$ cat config.mk
export PLATFORM = sky130hd
export DESIGN_NAME = media_chunk_xor_decryptor_unit
export DESIGN_NICKNAME = d
export VERILOG_FILES = /design/src/rtl/mcxd_pkg.sv /design/src/rtl/mcxd_held_ram.sv /design/src/rtl/mcxd_front.sv /design/src/rtl/mcxd_core.sv /design/src/rtl/mcxd_out_fifo.sv /design/src/rtl/media_chunk_xor_decryptor_unit.sv
export SDC_FILE = /design/constraint.sdc
export NUM_CORES = 2
export LEC_CHECK = 0
export ABC_CLOCK_PERIOD_IN_PS = 6300
export BUFFER_PORTS_ARGS = -buffer_cell sky130_fd_sc_hd__buf_2
export CORE_ASPECT_RATIO = 1.4
export CORE_MARGIN = 3
export CORE_UTILIZATION = 55
export DETAILED_ROUTE_END_ITERATION = 16
export GPL_TIMING_DRIVEN = 0
export HOLD_SLACK_MARGIN = 0.15
export PLACE_DENSITY = 0.71
export SYNTH_ARGS = -nofsm -noshare
export SYNTH_HDL_FRONTEND = slang
export SYNTH_SLANG_ARGS = --single-unit
$ cat constraint.sdc
create_clock -name clk -period 6.3 [get_ports clk]
set_input_delay 0.315 -clock clk [delete_from_list [all_inputs] [get_ports clk]]
set_output_delay 0.315 -clock clk [all_outputs]
set_load 0.02 [all_outputs]
$ cat src/rtl/mcxd_pkg.sv
`timescale 1ns / 1ps
package mcxd_pkg;

  typedef logic [31:0][7:0] key_t;

  localparam int unsigned HELD_DEPTH = 256;

  localparam logic [15:0] VID_CLEAR_END = 16'h0040;
  localparam logic [15:0] VID_HOLD_END  = 16'h0140;
  localparam logic [15:0] VID_MIN_LEN   = 16'h0240;
  localparam logic [15:0] AUD_START     = 16'h0140;
  localparam logic [15:0] HELD_SHIFT    = 16'h0100;
  localparam logic [15:0] POS_MAX       = 16'hffff;
  localparam logic [7:0]  HELD_BASE     = 8'h40;

  localparam logic KIND_VIDEO = 1'b0;
  localparam logic KIND_AUDIO = 1'b1;

  typedef struct packed {
    logic [7:0]  data;
    logic [15:0] pos;
    logic [15:0] len;
    logic        kind;
    logic        start;
  } item_t;

  typedef struct packed {
    logic [15:0] offset;
    logic [7:0]  value;
    logic        last;
  } result_t;

  function automatic key_t derive_key(input logic [63:0] kn);
    key_t k;
    k[8'h00] = kn[7:0];
    k[8'h01] = kn[15:8];
    k[8'h02] = kn[23:16];
    k[8'h03] = kn[31:24] - 8'h34;
    k[8'h04] = kn[39:32] + 8'hf9;
    k[8'h05] = kn[47:40] ^ 8'h13;
    k[8'h06] = kn[55:48] + 8'h61;
    k[8'h07] = k[8'h00] ^ 8'hff;
    k[8'h08] = k[8'h01] + k[8'h02];
    k[8'h09] = k[8'h01] - k[8'h07];
    k[8'h0a] = k[8'h02] ^ 8'hff;
    k[8'h0b] = k[8'h01] ^ 8'hff;
    k[8'h0c] = k[8'h0b] + k[8'h09];
    k[8'h0d] = k[8'h08] - k[8'h03];
    k[8'h0e] = k[8'h0d] ^ 8'hff;
    k[8'h0f] = k[8'h0a] - k[8'h0b];
    k[8'h10] = k[8'h08] - k[8'h0f];
    k[8'h11] = k[8'h10] ^ k[8'h07];
    k[8'h12] = k[8'h0f] ^ 8'hff;
    k[8'h13] = k[8'h03] ^ 8'h10;
    k[8'h14] = k[8'h04] - 8'h32;
    k[8'h15] = k[8'h05] + 8'hed;
    k[8'h16] = k[8'h06] ^ 8'hf3;
    k[8'h17] = k[8'h13] - k[8'h0f];
    k[8'h18] = k[8'h15] + k[8'h07];
    k[8'h19] = 8'h21 - k[8'h13];
    k[8'h1a] = k[8'h14] ^ k[8'h17];
    k[8'h1b] = k[8'h16] + k[8'h16];
    k[8'h1c] = k[8'h17] + 8'h44;
    k[8'h1d] = k[8'h03] + k[8'h04];
    k[8'h1e] = k[8'h05] - k[8'h16];
    k[8'h1f] = k[8'h1d] ^ k[8'h13];
    return k;
  endfunction

  function automatic logic [7:0] audio_key(input key_t k, input logic [4:0] i);
    logic [7:0] a;
    a = ~k[i];
    if (i[0]) begin
      unique case (i[2:1])
        2'd0:    a = 8'h55;
        2'd1:    a = 8'h52;
        2'd2:    a = 8'h55;
        default: a = 8'h43;
      endcase
    end
    return a;
  endfunction

endpackage

$ cat src/rtl/mcxd_held_ram.sv
`timescale 1ns / 1ps
module mcxd_held_ram
  import mcxd_pkg::*;
(
  input  logic       clk,
  input  logic       we,
  input  logic [7:0] waddr,
  input  logic [7:0] wdata,
  input  logic       re,
  input  logic [7:0] raddr,
  output logic [7:0] rdata
);

  logic [7:0] mem [HELD_DEPTH];

  always_ff @(posedge clk) begin
    if (we) begin
      mem[waddr] <= wdata;
    end
    if (re) begin
      rdata <= mem[raddr];
    end
  end

endmodule

$ cat src/rtl/mcxd_front.sv
`timescale 1ns / 1ps
module mcxd_front
  import mcxd_pkg::*;
#(
  parameter int unsigned MAX_PACKET_BYTES = 65536
) (
  input  logic        clk,
  input  logic        rst,
  input  logic        s_axis_tvalid,
  output logic        s_axis_tready,
  input  logic [23:0] s_axis_tdata,
  input  logic [1:0]  s_axis_tuser,
  input  logic        take,
  output logic        item_vld,
  output item_t       item,
  output logic        rd_en,
  output logic [7:0]  rd_addr
);

  logic [15:0] position;
  logic [15:0] length_held;
  logic        packet_kind;
  logic        start_in;
  logic [15:0] pos_in;
  logic [15:0] len_in;
  logic [15:0] len_clamped;
  logic        kind_in;

  assign s_axis_tready = !item_vld || take;
  assign rd_en         = s_axis_tvalid && s_axis_tready;
  assign start_in      = s_axis_tuser[1];

  always_comb begin
    len_clamped = s_axis_tdata[23:8];
    if (32'(s_axis_tdata[23:8]) > 32'(MAX_PACKET_BYTES)) begin
      len_clamped = 16'(MAX_PACKET_BYTES);
    end
    pos_in  = start_in ? '0 : position;
    len_in  = start_in ? len_clamped : length_held;
    kind_in = start_in ? s_axis_tuser[0] : packet_kind;
    rd_addr = pos_in[7:0] - HELD_BASE;
  end

  always_ff @(posedge clk) begin
    if (rst) begin
      item_vld    <= 1'b0;
      position    <= '0;
      length_held <= '0;
      packet_kind <= KIND_VIDEO;
    end else begin
      if (rd_en) begin
        item_vld    <= 1'b1;
        length_held <= len_in;
        packet_kind <= kind_in;
        if (pos_in != POS_MAX) begin
          position <= pos_in + 16'd1;
        end else begin
          position <= pos_in;
        end
      end else if (take) begin
        item_vld <= 1'b0;
      end
    end
  end

  always_ff @(posedge clk) begin
    if (rd_en) begin
      item.data  <= s_axis_tdata[7:0];
      item.pos   <= pos_in;
      item.len   <= len_in;
      item.kind  <= kind_in;
      item.start <= start_in;
    end
  end

endmodule

$ cat src/rtl/mcxd_core.sv
`timescale 1ns / 1ps
module mcxd_core
  import mcxd_pkg::*;
(
  input  logic        clk,
  input  logic        rst,
  input  logic        cfg_we,
  input  logic [63:0] cfg_wdata,
  input  logic        item_vld,
  input  item_t       item,
  input  logic [7:0]  held_rd,
  input  logic        room,
  output logic        take,
  output logic        held_we,
  output logic [7:0]  held_waddr,
  output logic [7:0]  held_wdata,
  output logic [1:0]  res_cnt,
  output result_t     res0,
  output result_t     res1
);

  key_t       key;
  logic [7:0] upper_key [32];
  logic [7:0] lower_key [32];

  logic [4:0] idx;
  logic [7:0] up_rd;
  logic [7:0] lo_rd;
  logic [7:0] plain;
  logic [7:0] lo_new;
  logic [7:0] up_new;
  logic       up_we;
  logic       lo_we;

  assign take       = item_vld && room;
  assign idx        = item.pos[4:0];
  assign up_rd      = item.start ? ~key[idx] : upper_key[idx];
  assign lo_rd      = item.start ? key[idx] : lower_key[idx];
  assign plain      = item.data ^ up_rd;
  assign lo_new     = lo_rd ^ plain;
  assign up_new     = plain ^ ~key[idx];
  assign held_waddr = item.pos[7:0] - HELD_BASE;
  assign held_wdata = item.data;

  always_comb begin
    res_cnt = 2'd0;
    held_we = 1'b0;
    up_we   = 1'b0;
    lo_we   = 1'b0;
    res0    = '{offset: item.pos, value: item.data, last: 1'b1};
    res1    = '{offset: item.pos, value: plain, last: 1'b1};
    priority if (item.pos >= item.len) begin
      res_cnt = 2'd1;
    end else if (item.kind == KIND_AUDIO) begin
      res_cnt = 2'd1;
      if (item.pos >= AUD_START) begin
        res0.value = item.data ^ audio_key(key, idx);
      end
    end else if (item.len < VID_MIN_LEN || item.pos < VID_CLEAR_END) begin
      res_cnt = 2'd1;
    end else if (item.pos < VID_HOLD_END) begin
      held_we = take;
    end else begin
      up_we = take;
      if (item.pos < VID_MIN_LEN) begin
        lo_we   = take;
        res_cnt = 2'd2;
        res0    = '{offset: item.pos - HELD_SHIFT, value: held_rd ^ lo_new, last: 1'b0};
      end else begin
        res_cnt    = 2'd1;
        res0.value = plain;
      end
    end
    if (!take) begin
      res_cnt = 2'd0;
    end
  end

  always_ff @(posedge clk) begin
    if (rst) begin
      key <= derive_key(64'd0);
    end else if (cfg_we) begin
      key <= derive_key(cfg_wdata);
    end
  end

  always_ff @(posedge clk) begin
    if (rst) begin
      for (int i = 0; i < 32; i++) begin
        upper_key[i] <= ~key[i];
        lower_key[i] <= key[i];
      end
    end else if (take) begin
      if (item.start) begin
        for (int i = 0; i < 32; i++) begin
          upper_key[i] <= ~key[i];
          lower_key[i] <= key[i];
        end
      end
      if (up_we) begin
        upper_key[idx] <= up_new;
      end
      if (lo_we) begin
        lower_key[idx] <= lo_new;
      end
    end
  end

endmodule

$ cat src/rtl/mcxd_out_fifo.sv
`timescale 1ns / 1ps
module mcxd_out_fifo
  import mcxd_pkg::*;
(
  input  logic        clk,
  input  logic        rst,
  input  logic [1:0]  push_cnt,
  input  result_t     res0,
  input  result_t     res1,
  output logic        room,
  output logic        m_axis_tvalid,
  input  logic        m_axis_tready,
  output logic [23:0] m_axis_tdata,
  output logic        m_axis_tlast
);

  result_t    mem [4];
  logic [1:0] wr_ptr;
  logic [1:0] rd_ptr;
  logic [2:0] count;
  logic       pop;

  assign pop           = m_axis_tvalid && m_axis_tready;
  assign room          = count <= 3'd2;
  assign m_axis_tvalid = count != 3'd0;
  assign m_axis_tdata  = {mem[rd_ptr].offset, mem[rd_ptr].value};
  assign m_axis_tlast  = mem[rd_ptr].last;

  always_ff @(posedge clk) begin
    if (rst) begin
      wr_ptr <= '0;
      rd_ptr <= '0;
      count  <= '0;
    end else begin
      wr_ptr <= wr_ptr + push_cnt;
      rd_ptr <= rd_ptr + 2'(pop);
      count  <= count + 3'(push_cnt) - 3'(pop);
    end
  end

  always_ff @(posedge clk) begin
    if (push_cnt != 2'd0) begin
      mem[wr_ptr] <= res0;
    end
    if (push_cnt == 2'd2) begin
      mem[wr_ptr + 2'd1] <= res1;
    end
  end

endmodule

$ cat src/rtl/media_chunk_xor_decryptor_unit.sv
`timescale 1ns / 1ps
// path: an accepted byte is registered in the front stage, then in the result queue
// throughput: one byte per cycle while each byte yields one result and the queue
// has room; video bytes 0x140..0x23f of packets >= 0x240 long yield two results each
// reset: position, length, kind and result queue clear; rolling keys load from key 0
module media_chunk_xor_decryptor_unit
  import mcxd_pkg::*;
#(
  parameter int unsigned MAX_PACKET_BYTES = 65536
) (
  input  logic        clk,
  input  logic        rst,
  input  logic        cfg_we,
  input  logic [63:0] cfg_wdata,
  input  logic        s_axis_tvalid,
  output logic        s_axis_tready,
  input  logic [23:0] s_axis_tdata,  // data_byte, packet_length
  input  logic [1:0]  s_axis_tuser,  // mode, packet_start
  output logic        m_axis_tvalid,
  input  logic        m_axis_tready,
  output logic [23:0] m_axis_tdata,  // out_byte, byte_offset
  output logic        m_axis_tlast
);

  item_t      item;
  logic       item_vld;
  logic       take;
  logic       rd_en;
  logic [7:0] rd_addr;
  logic [7:0] held_rd;
  logic       held_we;
  logic [7:0] held_waddr;
  logic [7:0] held_wdata;
  logic [1:0] res_cnt;
  result_t    res0;
  result_t    res1;
  logic       room;

  mcxd_front #(
    .MAX_PACKET_BYTES(MAX_PACKET_BYTES)
  ) u_front (
    .clk          (clk),
    .rst          (rst),
    .s_axis_tvalid(s_axis_tvalid),
    .s_axis_tready(s_axis_tready),
    .s_axis_tdata (s_axis_tdata),
    .s_axis_tuser (s_axis_tuser),
    .take         (take),
    .item_vld     (item_vld),
    .item         (item),
    .rd_en        (rd_en),
    .rd_addr      (rd_addr)
  );

  mcxd_held_ram u_held (
    .clk  (clk),
    .we   (held_we),
    .waddr(held_waddr),
    .wdata(held_wdata),
    .re   (rd_en),
    .raddr(rd_addr),
    .rdata(held_rd)
  );

  mcxd_core u_core (
    .clk       (clk),
    .rst       (rst),
    .cfg_we    (cfg_we),
    .cfg_wdata (cfg_wdata),
    .item_vld  (item_vld),
    .item      (item),
    .held_rd   (held_rd),
    .room      (room),
    .take      (take),
    .held_we   (held_we),
    .held_waddr(held_waddr),
    .held_wdata(held_wdata),
    .res_cnt   (res_cnt),
    .res0      (res0),
    .res1      (res1)
  );

  mcxd_out_fifo u_out (
    .clk          (clk),
    .rst          (rst),
    .push_cnt     (res_cnt),
    .res0         (res0),
    .res1         (res1),
    .room         (room),
    .m_axis_tvalid(m_axis_tvalid),
    .m_axis_tready(m_axis_tready),
    .m_axis_tdata (m_axis_tdata),
    .m_axis_tlast (m_axis_tlast)
  );

  a_pair_only_mid_video: assert property (@(posedge clk) disable iff (rst)
    res_cnt == 2'd2 |-> item.kind == KIND_VIDEO && item.pos >= VID_HOLD_END
                        && item.pos < VID_MIN_LEN)
    else $error("two results outside the release range");

  a_pair_follows: assert property (@(posedge clk) disable iff (rst)
    m_axis_tvalid && !m_axis_tlast |=> m_axis_tvalid)
    else $error("released byte without its partner result");

  a_start_at_zero: assert property (@(posedge clk) disable iff (rst)
    take && item.start |-> item.pos == 16'd0)
    else $error("packet start not at offset zero");

  a_no_hold_write_on_result: assert property (@(posedge clk) disable iff (rst)
    held_we |-> res_cnt == 2'd0)
    else $error("held byte also produced a result");

endmodule

==> results of run 1 <==
[what timing repair did]
action | 4_1_cts
gates resized for setup | 340
pin swaps | 24
hold buffers | 77
setup endpoints to repair | 3206
buffers inserted | 34
hold endpoints to repair | 153
[cell usage after synthesis (all sizes together), types with 175 or more instances]
master  number  share of area
mux4       184          0.031
a21oi      569          0.021
a211oi     222          0.013
nor2b      352          0.017
mux2       549          0.046
dfxtp      284          0.043
nand2     1141          0.032
buf        216         0.0076
a311oi     274          0.018
clkbuf     486          0.014
mux2i      599          0.045
nor2       532          0.016
nand3      175         0.0066
o21ai      314          0.012
edfxtp    2706           0.61
[kinds of logic after synthesis]
kind of cell / Yosys count
adder cells (fa/ha/maj): 115
multiplexers: 1332
flip-flops: 2990
XOR/XNOR: 173
buffers and inverters: 833
AND/OR/NAND/NOR: 2413
AO/OA/AOI/OAI: 1883
[stage by stage]
stage / utilization / cells / setup slack (ns) / TNS (ns) / area [sq um]
4_1_cts: 0.634 / 13800 / -0.134 / -0.882 / 153000
3_5_place_dp: 0.584 / 13200 / -1.96 / -3602.43 / 141000
2_1_floorplan: - / 9739 / 1.29 / 0 / 133000
3_3_place_gp: 0.572 / 13100 / -5.78 / - / 138000
[per-layer routing]
| metal | track usage | overflow |
|---|---|---|
| met5 | 0.0623 | 0 |
| met4 | 0.664 | 26 |
| met3 | 0.310 | 0 |
| met2 | 0.860 | 30 |
| met1 | 0.594 | 0 |
==> impl_metrics.json, run 1 <==
{
  "status": "did not finish",
  "stop_stage": "global routing (5_1_grt)",
  "stop_error": "[ERROR GRT-0116] Global routing finished with congestion. Check the congestion regions in the DRC Viewer.",
  "grt_usage": 0.602,
  "grt_max_degree": 40,
  "grt_pass1_vias": 105000,
  "gp_congestion": 1.19,
  "cts-root-buf": "clkbuf_16",
  "synth-simple-area-share": 0.0812,
  "cts_sinks": 2990,
  "netlist_area_sq_mm": 0.133,
  "ctsHtreeMaxLevel": 5,
  "ys_warn_count": 0,
  "die_x_microns": 422,
  "grt_overflow_total": 56,
  "syn_area_per_cell_sq_um": 13.7,
  "io_pins": 122,
  "grt_pass1_wl_mm": 1000,
  "ys_seq_area_frac": 0.654,
  "synth_nets": 9947,
  "ys_async_sr_fraction": 0,
  "netlist_instances": 9739,
  "hpwl_mm": 517,
  "portBuffers": 112,
  "synth_ff_type": "edfxtp_1",
  "dieHeight_microns": 588,
  "synth_seq_cells": 2990,
  "synth-edff-count": 2706,
  "cts_buffer_depth": 4,
  "start_util": 0.553,
  "synth_mux_area_frac": 0.123,
  "ys_types": 88,
  "numCtsBuffers": 297,
  "synth_compound_area_frac": 0.0937,
  "synth_top_family_by_area": "multiplexers",
  "rows": 213,
  "yosys.area_share.xor_xnor": 0.0120,
  "synthAdderAreaFrac": 0.0114
}
==> inputs of run 2 (changes only) <==
Settings changed: CORE_ASPECT_RATIO 1.4 to unset, CORE_UTILIZATION 55 to 40, HOLD_SLACK_MARGIN 0.15 to unset, PLACE_DENSITY 0.71 to unset, PLACE_DENSITY_LB_ADDON set to 0.15.
==> impl_metrics.json, run 2 <==
{
  "dpl-instance-area_sq_mm": 0.142,
  "yosysTopAreaCellShare": 0.611,
  "clkPwrFrac": 0.375,
  "final_antenna_net_count": 0,
  "worstMarginPinSlew_ns": 1.73,
  "crit_top_cell": "clkbuf_1",
  "top_register": "u_held.mem",
  "clkTransAtPathRegs_ns": 0.06,
  "cts_sinks": 2990,
  "switching_share": 0.307,
  "synth_top_cells_by_area": "edfxtp_1 61%, mux2_2 4.6%, mux2i_1 4.5%",
  "ys_seq_area_frac": 0.654,
  "ff_latch_area_sq_mm": 0.0869,
  "min_from": "cfg_wdata[54]",
  "die_x_microns": 583,
  "reg2reg_from": "u_front.position[4]",
  "io_pins": 122,
  "pre_cts_slack_ns": -1.58,
  "utilization": 0.472,
  "cp.arrival_ns": 7.18,
  "drt_iter0_markers": 18300,
  "whs_path_depth": 5,
  "synth_ff_type": "edfxtp_1",
  "netlist_area_sq_mm": 0.133,
  "status": "finished, violations left",
  "tritoncts": "yes",
  "p_int_w": 0.0366,
  "synth_top_area_cell": "edfxtp_1",
  "finalSetupViolCount": 70,
  "first_pass_iters": 8,
  "violations": "max-capacitance violations, max-slew violations, negative setup slack",
  "rows": 211,
  "grt_overflow_total": 0,
  "hp-class": "in2reg",
  "vias_per_cell": 6.61,
  "syn2layout_area_growth_pct": 17.4,
  "nFillCells": 29100,
  "cp_slowest_cell": "clkdlybuf4s15_1",
  "maxSlewViolCount": 236,
  "wl_per_cell_microns": 43.8,
  "ctsHtreeMaxLevel": 5,
  "finalPower_w": 0.0528,
  "worstSetupPathType": "in2reg",
  "dieHeight_microns": 583,
  "min_period_over_period": 1.05,
  "finalNetCount": 10600,
  "synth-edff-count": 2706,
  "maxCapViolCount": 28,
  "skew_ns": 0.0884,
  "relSlewSlack": -0.155,
  "coreArea_sq_mm": 0.331,
  "multi_input_comb_area_sq_mm": 0.0445,
  "top_regs": "u_held.mem (2048), u_core.lower_key (256), u_core.upper_key (256)",
  "p_seq_frac": 0.444,
  "r2r_slack_ns": -0.29,
  "ys_async_sr_fraction": 0,
  "critical_path_peak_fanout": 10,
  "netlist_instances": 9739,
  "cp-end-kind": "flip-flop",
  "hold-path-endpoint": "u_core.key[183]",
  "layout_setup_ws_ns": -0.302,
  "final_common_cell": "edfxtp_1",
  "cellPowerDensity_mw_per_mm2": 338,
  "synth_nets": 9947,
  "worstPathCellList": "buf_2 -> clkbuf_1 -> nand2b_1 -> clkbuf_1 -> clkinv_2 -> nand2_1 -> clkdlybuf4s15_1 -> o221ai_2 -> o221ai_1 -> o21ai_0",
  "p_sw_w": 0.0162,
  "hpwl_mm": 501,
  "syn_area_per_cell_sq_um": 13.7,
  "synth_seq_cells": 2990,
  "cts-root-buf": "clkbuf_16",
  "fmax_mhz": 151,
  "final_cell_mix": "2706 x edfxtp_1, 1117 x nand2_1, 598 x mux2i_1",
  "tns_ns": -5.20,
  "die_area_sq_mm": 0.339,
  "fin_crit_ns": 6.60,
  "reg2regPathDepth": 8,
  "clock_latency_ns": 1.00,
  "yosysMostFrequentCell": "edfxtp_1",
  "synth_commonest_cells": "2706 x edfxtp_1, 1141 x nand2_1, 599 x mux2i_1",
  "rsz0062_at_grt": "true",
  "grt_pass1_wl_mm": 856,
  "hold_viol": 0,
  "cts_buffer_depth": 4,
  "largest_reg_flops": 2048,
  "pwr-share-comb": 0.181,
  "required_ns": 6.88,
  "grt_max_degree": 60,
  "power_leakage_nw": 51.4,
  "wl_mm": 661,
  "ir_drop_mv": 0.225,
  "ys_types": 88,
  "numCtsBuffers": 336,
  "cp-start-kind": "input pin",
  "grt_pass1_vias": 90600,
  "drive_above_1_share": 0.189,
  "final_area_sq_mm": 0.156,
  "gp_congestion": 1.04,
  "grt_usage": 0.379,
  "drcViolationCount": 0,
  "ys_warn_count": 0,
  "timing.rr.end": "u_held.rdata[5]",
  "portBuffers": 112,
  "antenna_found_initial": 102,
  "critPathMaxStageDelay_ns": 1.18,
  "vias": 99800,
  "start_util": 0.402
}
==> run 2: cell counts after synthesis <==
No cell type changed its count.
==> run 2: power groups by stage <==
stage          clock network, W  registers, W  logic, W
4_1_cts                  0.0198        0.0234   0.00902
2_1_floorplan                 0        0.0234   0.00427
6_report                 0.0198        0.0235   0.00956
3_5_place_dp                  0        0.0238   0.00890
3_3_place_gp                  0        0.0244   0.00806
5_1_grt                  0.0206        0.0234   0.00961
==> run 2: worst max-delay path by stage <==
stage | start | end | slack, ns
finish | s_axis_tuser[1] | u_held.rdata[5] | -0.30
global route | u_front.item[18] | u_held.mem[188][1] | -0.1
CTS | u_front.position[0] | u_held.rdata[4] | -0.26
detailed placement | u_front.item[18] | u_core.lower_key[15][3] | -1.58
global placement | u_front.item[39] | u_core.lower_key[10][5] | -6.77
floorplan | u_front.item[34] | u_out.mem[0][1] | 1.29
==> run 2: critical path: cells and delay by family <==
family	cells	cell delay (ns)
AO/OA/AOI/OAI	3	1.93
buffers and inverters	5	4.10
AND/OR/NAND/NOR	2	0.79
==> run 2: cell families (layout without fill, tap and decap cells) <==
kind of cell | count (synthesis) | count (layout) | share of synthesized area
AOI/OAI and AO/OA | 1883 | 1883 | 0.0937
xor gates and xnor gates | 173 | 173 | 0.0120
DFF | 2990 | 2990 | 0.654
other | 0 | 46 | 0
buffers and inverters | 833 | 1791 | 0.0250
adders and majority gates | 115 | 115 | 0.0114
and+or+nand+nor | 2413 | 2413 | 0.0812
muxes | 1332 | 1332 | 0.123
==> run 2: routing by layer <==
layer	track usage	part of all wire	wire, microns	vias up
met5	0.00666	0.0012	791	-
met4	0.165	0.052	34200	40
met3	0.168	0.16	103000	1384
met2	0.504	0.39	260000	8105
met1	0.528	0.40	263000	51600
li1	-	-	-	38700
==> run 2: metrics by stage <==
| stage | instances | hold WS (ns) |
|---|---|---|
| 2_1_floorplan | 9739 | 0.414 |
| 3_3_place_gp | 14200 | 0.442 |
| 3_5_place_dp | 14400 | 0.452 |
| 4_1_cts | 15100 | 0.0229 |
| 5_1_grt | 15100 | 0.0793 |
| 6_report | 15100 | 0.0786 |
==> run 2: area by class of cell <==
type	instances	share of cell area
flip-flops and latches	2990	0.557
multi-input cells	5916	0.285
clock buffers	433	0.0584
well taps	4366	0.0350
repair buffers	361	0.0308
plain buffers	693	0.0194
clock inverters	173	0.0108
inverters	131	0.00318
diodes	46	0.000737
==> run 2: what timing repair did <==
action | in CTS | in global routing
hold endpoints to repair | 141 | 0
endpoints found under the setup margin | 3074 | 1871
gates cloned | 0 | 0
pin swaps | 13 | 10
buffers inserted | 19 | 8
hold buffers | 80 | 0
gates resized for setup | 335 | 182
Power figures use the tool's default switching activity.
